[src/sfe_pkg.sv]
// Shared types, constants and the FNV-1a step for the SimHash fingerprint engine.
package sfe_pkg;

    // FNV-1a 64-bit constants
    localparam logic [63:0] FNV_BASIS = 64'hCBF2_9CE4_8422_2325;
    localparam logic [63:0] FNV_PRIME = 64'h0000_0100_0000_01B3;

    // Fingerprint and configuration widths
    localparam int FP_W          = 64;
    localparam int HB_W          = 7;
    localparam int WEIGHT_W      = 16;
    localparam int MIN_HASH_BITS = 8;
    localparam logic [HB_W-1:0] HASH_BITS_RST = 7'd64;

    // One input item
    typedef struct packed {
        logic [7:0]                 data_byte;
        logic                       byte_valid;
        logic signed [WEIGHT_W-1:0] weight;
        logic                       last_of_feature;
        logic                       last_of_document;
    } in_item_t;

    // One result item
    typedef struct packed {
        logic [FP_W-1:0] fingerprint;
        logic            saturated;
    } out_item_t;

    // Command passed from the hashing front to the accumulator back
    typedef struct packed {
        logic [63:0]                hash;
        logic signed [WEIGHT_W-1:0] weight;
        logic                       apply;
        logic                       doc_end;
    } feat_cmd_t;

    // One FNV-1a byte step; the prime is 2^40 + 0x1B3, so shifts and adds suffice
    function automatic logic [63:0] fnv_step(input logic [63:0] h, input logic [7:0] b);
        logic [63:0] x;
        x = h ^ {56'd0, b};
        return (x << 40) + (x << 8) + (x << 7) + (x << 5) + (x << 4) + (x << 1) + x;
    endfunction

endpackage

[src/sfe_queue.sv]
// Two-entry command queue between the hashing front and the accumulator back.
module sfe_queue (
    input  logic               clk,
    input  logic               rst_n,
    input  logic               push,
    input  sfe_pkg::feat_cmd_t push_data,
    output logic               full,
    input  logic               pop,
    output logic               head_valid,
    output sfe_pkg::feat_cmd_t head
);

    sfe_pkg::feat_cmd_t entry_reg [2];
    logic               wr_ptr_reg;
    logic               wr_ptr_next;
    logic               rd_ptr_reg;
    logic               rd_ptr_next;
    logic [1:0]         count_reg;
    logic [1:0]         count_next;

    assign full       = (count_reg == 2'd2);
    assign head_valid = (count_reg != 2'd0);
    assign head       = entry_reg[rd_ptr_reg];

    // Advance pointers and occupancy
    always_comb
    begin
        wr_ptr_next = push ? !wr_ptr_reg : wr_ptr_reg;
        rd_ptr_next = pop ? !rd_ptr_reg : rd_ptr_reg;
        count_next  = count_reg;
        if (push && !pop)
            count_next = count_reg + 2'd1;
        else if (pop && !push)
            count_next = count_reg - 2'd1;
    end

    always_ff @(posedge clk or negedge rst_n)
    begin
        if (!rst_n)
        begin
            wr_ptr_reg <= 1'b0;
            rd_ptr_reg <= 1'b0;
            count_reg  <= 2'd0;
        end
        else
        begin
            wr_ptr_reg <= wr_ptr_next;
            rd_ptr_reg <= rd_ptr_next;
            count_reg  <= count_next;
        end
    end

    // Store the pushed command
    always_ff @(posedge clk)
    begin
        if (push)
            entry_reg[wr_ptr_reg] <= push_data;
    end

endmodule

[config.mk]
export PLATFORM = sky130hd
export DESIGN_NAME = sfe_queue
export DESIGN_NICKNAME = d
export VERILOG_FILES = /design/src/sfe_pkg.sv /design/src/sfe_queue.sv
export SDC_FILE = /design/constraint.sdc
export NUM_CORES = 1
export LEC_CHECK = 0
export ABC_AREA = 1
export BUFFER_PORTS_ARGS = -buffer_cell sky130_fd_sc_hd__buf_4
export CAP_MARGIN = 40
export CORE_AREA = 3 3 124 126
export CTS_CLUSTER_SIZE = 28
export DETAILED_ROUTE_END_ITERATION = 10
export DIE_AREA = 0 0 127 129
export GPL_ROUTABILITY_DRIVEN = 0
export HOLD_SLACK_MARGIN = 0.15
export PLACE_DENSITY = 0.72
export SLEW_MARGIN = 20
export SYNTH_ARGS = -nofsm -noshare
export SYNTH_HDL_FRONTEND = slang
export SYNTH_SLANG_ARGS = --single-unit
[constraint.sdc]
create_clock -name clk -period 3.9 [get_ports clk]
set_input_delay 0.195 -clock clk [delete_from_list [all_inputs] [get_ports clk]]
set_output_delay 0.195 -clock clk [all_outputs]
set_load 0.05 [all_outputs]
==> flow_summary.ini <==
[worst_setup_path]
rrSetupSlack_ns = 2.05
critPathCapture = head[40]
cp_num_buf_inv = 2
cp-end-kind = output port
cp_top_family = flip-flops
critPathKind = reg2out
path_max_fanout = 43
crit_chain = buf_12 > mux2_4 > buf_4
worstPathArrival_ns = 2.28
cp_num_cells = 3
reg2reg_from = wr_ptr_reg$_DFFE_PN0P_
worstReg2RegEnd = entry_reg[1][57]$_DFFE_PP_
required_ns = 3.70
cpPeakStageDelay_ns = 0.90
start_kind = flop
cp_slowest_cell = dfrtp_4
rr_worst_depth = 3
critPathLaunch = rd_ptr_reg$_DFFE_PN0P_

[synth]
netlist_top_cells_area = edfxtp_1, mux2_4, buf_12, mux2_2, dfrtp_1
synth.yosys.seq_area_share = 0.776
synth_top_family_by_area = multiplexers
synth_common_cells = edfxtp_1, mux2_4, mux2_2
ys_warn_count = 0
synthAdderAreaFrac = 0.00193
synth_xor_area_frac = 0.00406
synth_cell_types = 15
syn_inst = 280
synth.mux.area_fraction = 0.183
synth_edf_count = 164
ys_async_sr_fraction = 0.0238
synth_top_cell_by_area = edfxtp_1
synth_ff_type = edfxtp_1
synth.top_cell.area_share = 0.761
ys_seq_elements = 168
syn_nets = 367
synth-simple-area-share = 0.00638
synth_compound_area_frac = 0
yosysMostFrequentCell = edfxtp_1
synth_area_um2 = 6470
syn_area_per_cell_um2 = 23.1

[clocking]
clkSinkCount = 168
clk_pin_slew_ns = 0.06
cts_buffers = 17
htree_levels = 4
worstSkewPairLatency_ns = 0.41
root_buffer = clkbuf_16
clock_tree.buffer_depth = 2
cts_tree = done

[timing]
setup_viol = 0
relSlewSlack = 0.510
final.setup.tns_ns = 0
finalCriticalPeriod_ns = 2.48
clock_skew_ns = 0.00772
maxSlewViolCount = 0
holdWs_ns = 0.501
tightest_slew_ns = 0.735
max_clock_freq_ghz = 0.403
final_hold_viol_count = 0
grt_setup_unrepaired = no
fin_crit_sh = 0.636

[job]
cap_violations = 0

[power]
leakagePower_nw = 3.77
vdd_drop_max_v = 0.000470
pwr-share-comb = 0.428
clkPwrFrac = 0.222
power_density_nw_per_um2 = 792
switchingPower_w = 0.00279
switching_share = 0.377
p_int_w = 0.00462
seqPwrFrac = 0.350

[global_routing]
grt_pass1_vias = 3683
grt_pass1_wl_um = 18900
antenna_found_initial = 0
grtUsageTotal = 0.150
grt_max_degree = 52
grt-ovfl-total = 0

[finish]
n_antenna_cell = 0
area_delta_synth_final_pct = 44.6
seq_area_um2 = 5030
fill_cells = 973
design_area_um2 = 9360
drive_gt1_frac = 0.508
largest_register_ff_count = 164
post-route-util = 0.649
nNetsFinal = 637
multiInputGateArea_um2 = 1270

[floorplanning]
start_util = 0.449
ios = 170
core.rowCount = 44
fp.dieW_um = 127
core-area_um2 = 14400
die_h_um = 129
die_area_um2 = 16400

[placement]
dp_hpwl_um = 7600
dpl_cell_area_um2 = 7910
io_buffers = 169

[hold_path]
hp-start = count_reg[1]$_DFFE_PN0P_
hp-class = reg2reg

[route]
drtIter0Drc = 192
num_vias = 3438
finalWirelength_um = 12100
ant_nets = 0
viasPerCell = 4.60
wl_per_cell_um = 16.2
drcViolationCount = 0
firstDrtPassIters = 4

[outcome]
outcome = finished, final reports clean
==> power by group through the flow <==
stage          registers [W]  logic (W)  clock network, W
6_report             0.00260    0.00317           0.00164
5_1_grt              0.00264    0.00331           0.00177
4_1_cts              0.00260    0.00321           0.00169
3_5_place_dp         0.00264    0.00313                 0
3_3_place_gp         0.00262    0.00310                 0
2_1_floorplan        0.00252    0.00255                 0
==> tightest hold or removal path, stage by stage, from the launching register on <==
cell and delay [ns]:
dfrtp_1 0.35, nand2_1 0.06, nand2_1 0.06
==> repair_timing <==
action                                  CTS  global route
setup buffers                             0             0
endpoints found under the setup margin    0             0
endpoints found under the hold margin   171             0
hold buffers                             86             0
gates resized for setup                   0             0
==> logic make-up (layout without fill, tap and decap cells) <==
group,count (synthesis),in the layout
XOR/XNOR,3,3
adder cells (fa/ha/maj),1,1
buffers and inverters,16,299
flip-flops,168,168
multiplexers,82,82
AND/OR/NAND/NOR,10,10
==> per-layer routing <==
metal,vias up,global-route usage,routed length (um)
li1,1634,-,-
met1,1678,0.186,5100
met2,113,0.250,6080
met3,13,0.0527,717
met4,0,0.0479,172
met5,-,0,0
==> metrics by stage <==
stage / power [W] / instances / worst slack (ns)
6_report: 0.00741 / 747 / 1.42
5_1_grt: 0.00771 / 747 / 1.31
4_1_cts: 0.00750 / 747 / 1.38
3_5_place_dp: 0.00577 / 629 / 1.84
3_3_place_gp: 0.00571 / 628 / 1.87
2_1_floorplan: 0.00507 / 280 / 0.917
==> placed cells by master, fill, tap and decap left out, types with 2 or more instances in the layout <==
| cell | Yosys | final |
|---|---|---|
| buf_12 | 7 | 2 |
| buf_4 | 0 | 171 |
| bufinv_16 | 0 | 3 |
| clkbuf_1 | 0 | 3 |
| clkbuf_16 | 0 | 17 |
| clkinv_1 | 0 | 2 |
| clkinv_2 | 0 | 2 |
| clkinv_4 | 0 | 2 |
| clkinvlp_4 | 0 | 3 |
| dfrtp_1 | 4 | 3 |
| dlygate4sd3_1 | 0 | 86 |
| edfxtp_1 | 164 | 164 |
| inv_1 | 7 | 6 |
| mux2_2 | 12 | 12 |
| mux2_4 | 70 | 70 |
| nand2_1 | 6 | 6 |
| xor2_1 | 2 | 2 |
==> worst min-delay path by stage <==
stage	endpoint	depth (start not counted)
2_1_floorplan	count_reg[0]$_DFFE_PN0P_	0
3_3_place_gp	count_reg[0]$_DFFE_PN0P_	1
3_5_place_dp	count_reg[0]$_DFFE_PN0P_	1
5_1_grt	entry_reg[0][32]$_DFFE_PP_	2
6_report	count_reg[1]$_DFFE_PN0P_	2
4_1_cts	entry_reg[1][67]$_DFFE_PP_	2
==> final cells by class <==
type | instances | share of cell area
flip-flops and latches | 168 | 0.537
multi-input cells | 96 | 0.136
clock buffers | 20 | 0.0467
inverters | 7 | 0.00294
clock inverters | 12 | 0.0162
well taps | 184 | 0.0246
repair buffers | 260 | 0.236
No activity file was read; power rests on OpenSTA's default activity.
