[src/sfe_pkg.sv]
// Shared types, constants and the FNV-1a step for the SimHash fingerprint engine.
package sfe_pkg;

    // FNV-1a 64-bit constants
    localparam logic [63:0] FNV_BASIS = 64'hCBF2_9CE4_8422_2325;
    localparam logic [63:0] FNV_PRIME = 64'h0000_0100_0000_01B3;

    // Fingerprint and configuration widths
    localparam int FP_W          = 64;
    localparam int HB_W          = 7;
    localparam int WEIGHT_W      = 16;
    localparam int MIN_HASH_BITS = 8;
    localparam logic [HB_W-1:0] HASH_BITS_RST = 7'd64;

    // One input item
    typedef struct packed {
        logic [7:0]                 data_byte;
        logic                       byte_valid;
        logic signed [WEIGHT_W-1:0] weight;
        logic                       last_of_feature;
        logic                       last_of_document;
    } in_item_t;

    // One result item
    typedef struct packed {
        logic [FP_W-1:0] fingerprint;
        logic            saturated;
    } out_item_t;

    // Command passed from the hashing front to the accumulator back
    typedef struct packed {
        logic [63:0]                hash;
        logic signed [WEIGHT_W-1:0] weight;
        logic                       apply;
        logic                       doc_end;
    } feat_cmd_t;

    // One FNV-1a byte step; the prime is 2^40 + 0x1B3, so shifts and adds suffice
    function automatic logic [63:0] fnv_step(input logic [63:0] h, input logic [7:0] b);
        logic [63:0] x;
        x = h ^ {56'd0, b};
        return (x << 40) + (x << 8) + (x << 7) + (x << 5) + (x << 4) + (x << 1) + x;
    endfunction

endpackage

[src/sfe_front.sv]
// Front end: accepts items, runs the FNV-1a hash and issues feature commands.
module sfe_front (
    input  logic               clk,
    input  logic               rst_n,
    input  logic               item_valid,
    output logic               item_stall,
    input  sfe_pkg::in_item_t  item,
    input  logic               q_full,
    output logic               q_push,
    output sfe_pkg::feat_cmd_t q_data
);

    logic [63:0] hash_reg;
    logic [63:0] hash_next;
    logic [63:0] hash_step;
    logic        accept;

    // Hold off new items while the queue has no room
    assign item_stall = q_full;
    assign accept     = item_valid && !q_full;

    // Fold this item's byte into the running hash
    assign hash_step = item.byte_valid ? sfe_pkg::fnv_step(hash_reg, item.data_byte)
                                       : hash_reg;

    // Issue a command at feature end or document end
    always_comb
    begin
        q_push         = accept && (item.last_of_feature || item.last_of_document);
        q_data.hash    = hash_step;
        q_data.weight  = item.weight;
        q_data.apply   = item.last_of_feature;
        q_data.doc_end = item.last_of_document;
    end

    // Advance the hash; restart it after a feature or document ends
    always_comb
    begin
        hash_next = hash_reg;
        if (accept)
        begin
            if (item.last_of_feature || item.last_of_document)
                hash_next = sfe_pkg::FNV_BASIS;
            else
                hash_next = hash_step;
        end
    end

    always_ff @(posedge clk or negedge rst_n)
    begin
        if (!rst_n)
            hash_reg <= sfe_pkg::FNV_BASIS;
        else
            hash_reg <= hash_next;
    end

endmodule

[config.mk]
export PLATFORM = sky130hd
export DESIGN_NAME = sfe_front
export DESIGN_NICKNAME = d
export VERILOG_FILES = /design/src/sfe_pkg.sv /design/src/sfe_front.sv
export SDC_FILE = /design/constraint.sdc
export NUM_CORES = 1
export LEC_CHECK = 0
export BUFFER_PORTS_ARGS = -buffer_cell sky130_fd_sc_hd__buf_4
export CELL_PAD_IN_SITES_DETAIL_PLACEMENT = 1
export CELL_PAD_IN_SITES_GLOBAL_PLACEMENT = 1
export CORE_MARGIN = 8
export CORE_UTILIZATION = 30
export CTS_CLUSTER_SIZE = 8
export DETAILED_ROUTE_END_ITERATION = 6
export HOLD_SLACK_MARGIN = 0.15
export PLACE_DENSITY = 0.58
export SLEW_MARGIN = 20
export SYNTH_ARGS = -nofsm -noshare
export SYNTH_HDL_FRONTEND = slang
export SYNTH_SLANG_ARGS = --single-unit
export TNS_END_PERCENT = 30
[constraint.sdc]
create_clock -name clk -period 24.1 [get_ports clk]
set_input_delay 4.82 -clock clk [delete_from_list [all_inputs] [get_ports clk]]
set_output_delay 4.82 -clock clk [all_outputs]
set_load 0.02 [all_outputs]
==> summary.txt, run 1 <==
Yosys
  • Post-synthesis sequential area ratio: 0.118
  • Post-synth top area share: 0.353
  • FF+latch count, synth: 64
  • Mapped Area: approximately 14,000 µm²
  • Post-synth top area cell: fa_1
  • Ys async rst share: 1.00
  • Post-synth top flop: dfrtp_1
  • Most frequent cell after synthesis: inv_1
  • Mapped Cells: 1,541
  • Synth Net Count: 1,927
  • Netlist cell types: 79
  • Syn avg cell area: 9.02 µm²
  • EDFF count, synth: 0
  • Commonest cells post-synth: inv_1 (393), fa_1 (245), ha_1 (110)
  • Ys Warns: 0
  • Ranking of synthesized cells by area: fa_1 (35%), inv_1 (11%), ha_1 (9.9%)

Status
  • Status: finished clean

Timing
  • Max Clk Rate: between 60 and 70 MHz
  • Hold Vio Cnt, Final: 0
  • Slew Limit Fails: 0
  • Fin Setup TNS: 0 ps
  • Final cycle utilization of the critical path: 0.652
  • Unrepaired setup endpoints after global routing: false
  • Final Skew: 19.1 ps
  • Transition time of the tightest slew-check pin: 973 ps
  • Min Hold Slack: between 500 and 600 ps
  • Max-slew headroom: 0.349
  • Fin crit period: 15,710 ps
  • Final-report setup violation count: 0

Finish
  • Sequential Area: 1640 µm²
  • Footprint of the multi-input gates: 10,400 µm²
  • # nets final: 1,963
  • ANT cells: 0
  • Proportion of layout cells with a drive suffix above 1: 0.115
  • Largest register FFs: 64
  • Layout fillers: 5,386
  • Final Core Density: 0.332
  • Layout area overhead: 10.3%

Drt
  • DR WL met3: 1370 µm
  • Drt pass-1 iters: 5
  • WL met1: approximately 21,000 µm
  • Residual DRC: 0
  • Total routed wirelength: 45,200 µm
  • Vias/cell: 4.90
  • Routed Antenna Nets: 0
  • Metal2 WL: approximately 22,000 µm
  • Via count: 10,700
  • DR iter-0 viols: 528
  • Max Used Layer: met4
  • Routed len/inst: between 20 and 25 µm

CTS
  • Clock sink total: 64
  • CTS Hold Buffers Added: 0
  • Worst-Skew Late Latency: 390 ps
  • CTS tree: yes
  • CTS root buf: clkbuf_16
  • Post-CTS sizing: 0
  • CTS Buf Count: 9
  • Clock transition at the registers of the reported paths: 60 ps
  • Postcts setup bufs: 0
  • CTS H-Tree Depth: 3
  • Deepest clock path buffer count: 2

Global route
  • Overflow after GRT: 0
  • Initial antenna violation count: 0
  • Largest net degree at the start of global routing: 66
  • GRT Total Usage: 0.175
  • Number of global-route vias before repair: 12,100
  • First-pass GRT wire length: 71,700 µm

Floorplanning
  • Io pins: between 100 and 150
  • Initial Utilization: 0.301
  • FP Rows: 79
  • Chip Height: 231 µm
  • Chip width: approximately 230 µm
  • Die Footprint: 53,500 µm²
  • Core outline area: ~46,000 µm²

Setup path
  • Reg2reg start: hash_reg[4]
  • Critical Path Fanout Max: 6
  • Critical path type: primary input to output port
  • R2R cell count: 18
  • Startpoint Class: primary input
  • Crit path launch: item[23]
  • WP data arrival: between 10,000 and 15,000 ps
  • R2r endpoint: hash_reg[59]
  • R2r setup slk: about 18,000 ps
  • CP Capture Type: output port
  • CP Capture Point: q_data[77]
  • Req. time, crit path: 19,280 ps

Hold path
  • Min-Delay Path Class: register to register

Placed design
  • GP Congestion: 0.890
  • Detailed placement HPWL: 37,800 µm
  • IO buf count: 82

Run
  • Maximum Capacitance Violations: 0
[area by class of cell]
cell class	count	area share
flip-flops and latches	64	0.107
well taps	607	0.0495
clock buffers	14	0.0179
multi-input cells	1015	0.680
inverters	394	0.0964
repair buffers	93	0.0455
clock inverters	2	0.00392
[worst max-delay path: stages]
cell and delay, ps:
buf_4 110, xor2_1 760, inv_1 240, fa_1 560
inv_1 50, fa_1 550, fa_1 420, ha_1 290
ha_1 340, o21ai_1 130, o21ai_2 310, nand3_1 130
nand3b_1 200, a31oi_1 240, o31ai_2 630, a41oi_1 250
o21ai_1 270, xor2_1 260, mux2_2 200, buf_4 130
[cell usage in the layout (no fill, tap or decap), types with 4 or more instances in the layout]
master,netlist,final
o22a_1,4,4
nand4_1,18,18
nand3_1,16,16
mux2_2,18,18
ha_1,110,110
xnor2_1,52,52
nor2b_1,5,5
a22o_1,7,7
buf_4,19,93
nor2_1,44,44
nand2_1,109,109
nand2b_1,6,6
fa_1,245,245
o21ai_1,7,7
a211oi_1,4,4
a31oi_1,12,12
o21bai_1,15,15
a21o_1,42,42
clkbuf_16,0,9
o211ai_1,4,4
inv_1,393,393
dfstp_2,28,28
o22ai_1,7,7
a21oi_1,82,81
a2bb2oi_1,14,14
dfrtp_1,36,36
o21ai_0,88,87
o31ai_1,4,4
xor2_1,28,28
mux2i_1,5,5
a21oi_2,3,4
and3_1,6,6
[routing by layer]
| layer | up-vias | track usage |
|---|---|---|
| met5 | - | 0 |
| met4 | 0 | 0.0404 |
| met3 | 39 | 0.0273 |
| met2 | 161 | 0.290 |
| met1 | 5614 | 0.238 |
| li1 | 4910 | - |
[worst min-delay path by stage]
stage	from	to	slack (ps)	cells after the start
2_1_floorplan	hash_reg[33]	hash_reg[33]	480	1
3_3_place_gp	hash_reg[33]	hash_reg[33]	500	1
3_5_place_dp	hash_reg[33]	hash_reg[33]	510	1
4_1_cts	hash_reg[63]	hash_reg[63]	530	2
5_1_grt	hash_reg[33]	hash_reg[33]	560	1
6_report	hash_reg[63]	hash_reg[63]	520	2
[kinds of logic after synthesis]
kind of cell / count (synthesis) / share of synthesized area
multiplexers: 23 / 0.0182
adder cells (fa/ha/maj): 355 / 0.452
flip-flops: 64 / 0.118
buffers and inverters: 462 / 0.133
XOR/XNOR: 80 / 0.0504
AND/OR/NAND/NOR: 234 / 0.0797
AO/OA/AOI/OAI: 323 / 0.149
[per-stage QoR]
stage,instances,instance area [µm²],setup slack [ps]
2_1_floorplan,1541,13900,9390
3_3_place_gp,2173,15000,8550
3_5_place_dp,2173,15000,8390
4_1_cts,2189,15300,8360
5_1_grt,2189,15300,8040
6_report,2189,15300,8390
Power of run 1 is not shown: default switching activity piles up to over one toggle a cycle in this logic, so the estimate is an artifact.
==> run 2: changes to the inputs <==
--- a/config.mk
+++ b/config.mk
@@ -13,7 +13,7 @@
 export CTS_CLUSTER_SIZE = 8
 export DETAILED_ROUTE_END_ITERATION = 6
 export HOLD_SLACK_MARGIN = 0.15
-export PLACE_DENSITY = 0.58
+export PLACE_DENSITY = 0.6
 export SLEW_MARGIN = 20
 export SYNTH_ARGS = -nofsm -noshare
 export SYNTH_HDL_FRONTEND = slang
==> constraint.sdc (replaced) <==
create_clock -name clk -period 13.8 [get_ports clk]
set_input_delay 2.76 -clock clk [delete_from_list [all_inputs] [get_ports clk]]
set_output_delay 2.76 -clock clk [all_outputs]
set_load 0.02 [all_outputs]
==> summary.txt, run 2 (synthesized netlist as in run 1, its figures left out) <==
Global route
  • First-pass GRT wire length: slightly above 70,000 µm
  • Initial antenna violation count: 0
  • Largest net degree at the start of global routing: between 80 and 90
  • Number of global-route vias before repair: 11,900
  • GRT Total Usage: 0.175
  • Overflow after GRT: 0

Drt
  • Via count: 10,600
  • Routed Antenna Nets: 0
  • Total routed wirelength: 45,100 µm
  • Routed len/inst: 20.6 µm
  • Residual DRC: 0
  • Drt pass-1 iters: 5
  • DR iter-0 viols: 575
  • Vias/cell: a little under 5

Finish
  • Final Cell Area: 15,300 µm²
  • Largest register FFs: 64
  • Final Core Density: 0.332
  • Most frequent cells in the layout: inv_1 (393), fa_1 (245), ha_1 (110)
  • # nets final: ~2,000
  • ANT cells: 0
  • Proportion of layout cells with a drive suffix above 1: 0.116
  • Layout area overhead: 10.2%
  • Commonest non-fill, non-tap cell in the layout: inv_1

Timing
  • Transition time of the tightest slew-check pin: 1040 ps
  • Fin Setup TNS: 0 ps
  • Fin crit period: between 10,000 and 15,000 ps
  • Min Hold Slack: about 530 ps
  • Slew Limit Fails: 0
  • Unrepaired setup endpoints after global routing: false
  • Final-report setup violation count: 0
  • Final cycle utilization of the critical path: 0.834
  • Max-slew headroom: 0.310
  • Hold Vio Cnt, Final: 0
  • Final Skew: 10.4 ps
  • Max Clk Rate: 86.9 MHz

Setup path
  • R2r endpoint: hash_reg[59]
  • Delay-heaviest family, CP: adder cells
  • Req. time, crit path: between 10,000 and 15,000 ps
  • Reg2reg start: hash_reg[0]
  • Critical path type: primary input to output port
  • Critical Path Fanout Max: 5
  • R2r setup slk: 7500 ps
  • R2R cell count: 22
  • CP Capture Type: output port
  • Crit path cell chain: buf_4, xor2_1, inv_1, xnor2_1, inv_1, ha_1, inv_1, fa_1, inv_1, ha_1, ha_1, ha_1, fa_1, a211oi_2, o21ai_2, nand3_1, nand3b_1, a31oi_1, o31ai_2, a41oi_1, o21ai_1, xor2_1, mux2_2, buf_4
  • Buf/Inv on CP: 6
  • WP data arrival: 8750 ps
  • Largest stage delay, worst path: around 530 ps
  • Startpoint Class: primary input
  • Slowest stage cell, crit path: a31oi_1

Floorplanning
  • Chip Height: 231 µm
  • FP Rows: about 80
  • Initial Utilization: 0.301
  • Die Footprint: about 53,000 µm²
  • Chip width: roughly 230 µm
  • Core outline area: 46,200 µm²
  • Io pins: 115

Placed design
  • Detailed placement HPWL: roughly 37,000 µm
  • GP Congestion: 0.885
  • IO buf count: 82
  • DP Area: 15,000 µm²

CTS
  • CTS Buf Count: 9
  • Postcts setup bufs: 0
  • CTS root buf: clkbuf_16
  • Post-CTS sizing: 0
  • CTS tree: yes
  • CTS H-Tree Depth: 3
  • Worst-Skew Late Latency: 390 ps
  • CTS Hold Buffers Added: 0
  • Clock sink total: 64
  • Clock transition at the registers of the reported paths: 60 ps
  • Deepest clock path buffer count: 2

Hold path
  • Min-Delay Startpoint: hash_reg[33]
  • Hold Path Sink: hash_reg[33]
  • Hold-critical path depth: 1
  • Min-Delay Path Class: register to register

Run
  • Maximum Capacitance Violations: 0

Status
  • Status: finished clean
==> run 2: changes by cell type in the layout (fill, tap and decap cells not counted) <==
cell and change:
clkbuf_1 -1, bufinv_16 -1, clkinv_2 +2
==> run 2: worst reg2reg max path: cells and delay by family (launching register included) <==
kind | cells | cell delay [ps]
AOI/OAI and AO/OA | 7 | 1970
DFF | 1 | 560
adders and majority gates | 6 | 2040
xor gates and xnor gates | 3 | 980
and+or+nand+nor | 2 | 300
buffers and inverters | 4 | 370
==> run 2: area by class of cell <==
class | count | area (µm²)
Fill cell | 5426 | 30800
Multi-Input combinational cell | 1015 | 10400
Sequential cell | 64 | 1640
Inverter | 394 | 1480
Tap cell | 607 | 759
Timing Repair Buffer | 93 | 698
Clock buffer | 13 | 270
Clock inverter | 3 | 40.0
==> run 2: layer usage <==
layer,vias to the layer above,GRT usage,share of wire
li1,4903,-,-
met2,181,0.284,0.47
met5,-,0,0
met4,0,0.0426,0.021
met1,5517,0.237,0.46
met3,38,0.0364,0.043
==> run 2: stage by stage <==
stage,instances,worst slack [ps]
floorplan,1541,3210
global placement,2173,2400
detailed placement,2173,2280
CTS,2189,2230
global route,2189,1880
finish,2189,2290
==> run 2: worst max path at each step <==
| stage | slack [ps] | depth (start not counted) | endpoint | startpoint |
|---|---|---|---|---|
| after floorplan | 3210 | 22 | q_data[79] | item[19] |
| after global placement | 2400 | 24 | q_data[77] | item[19] |
| after detailed placement | 2280 | 20 | q_data[77] | item[26] |
| after CTS | 2230 | 20 | q_data[77] | item[26] |
| after global routing | 1880 | 20 | q_data[77] | item[23] |
| final | 2290 | 24 | q_data[77] | item[19] |
Power of run 2 is left out for the same reason.
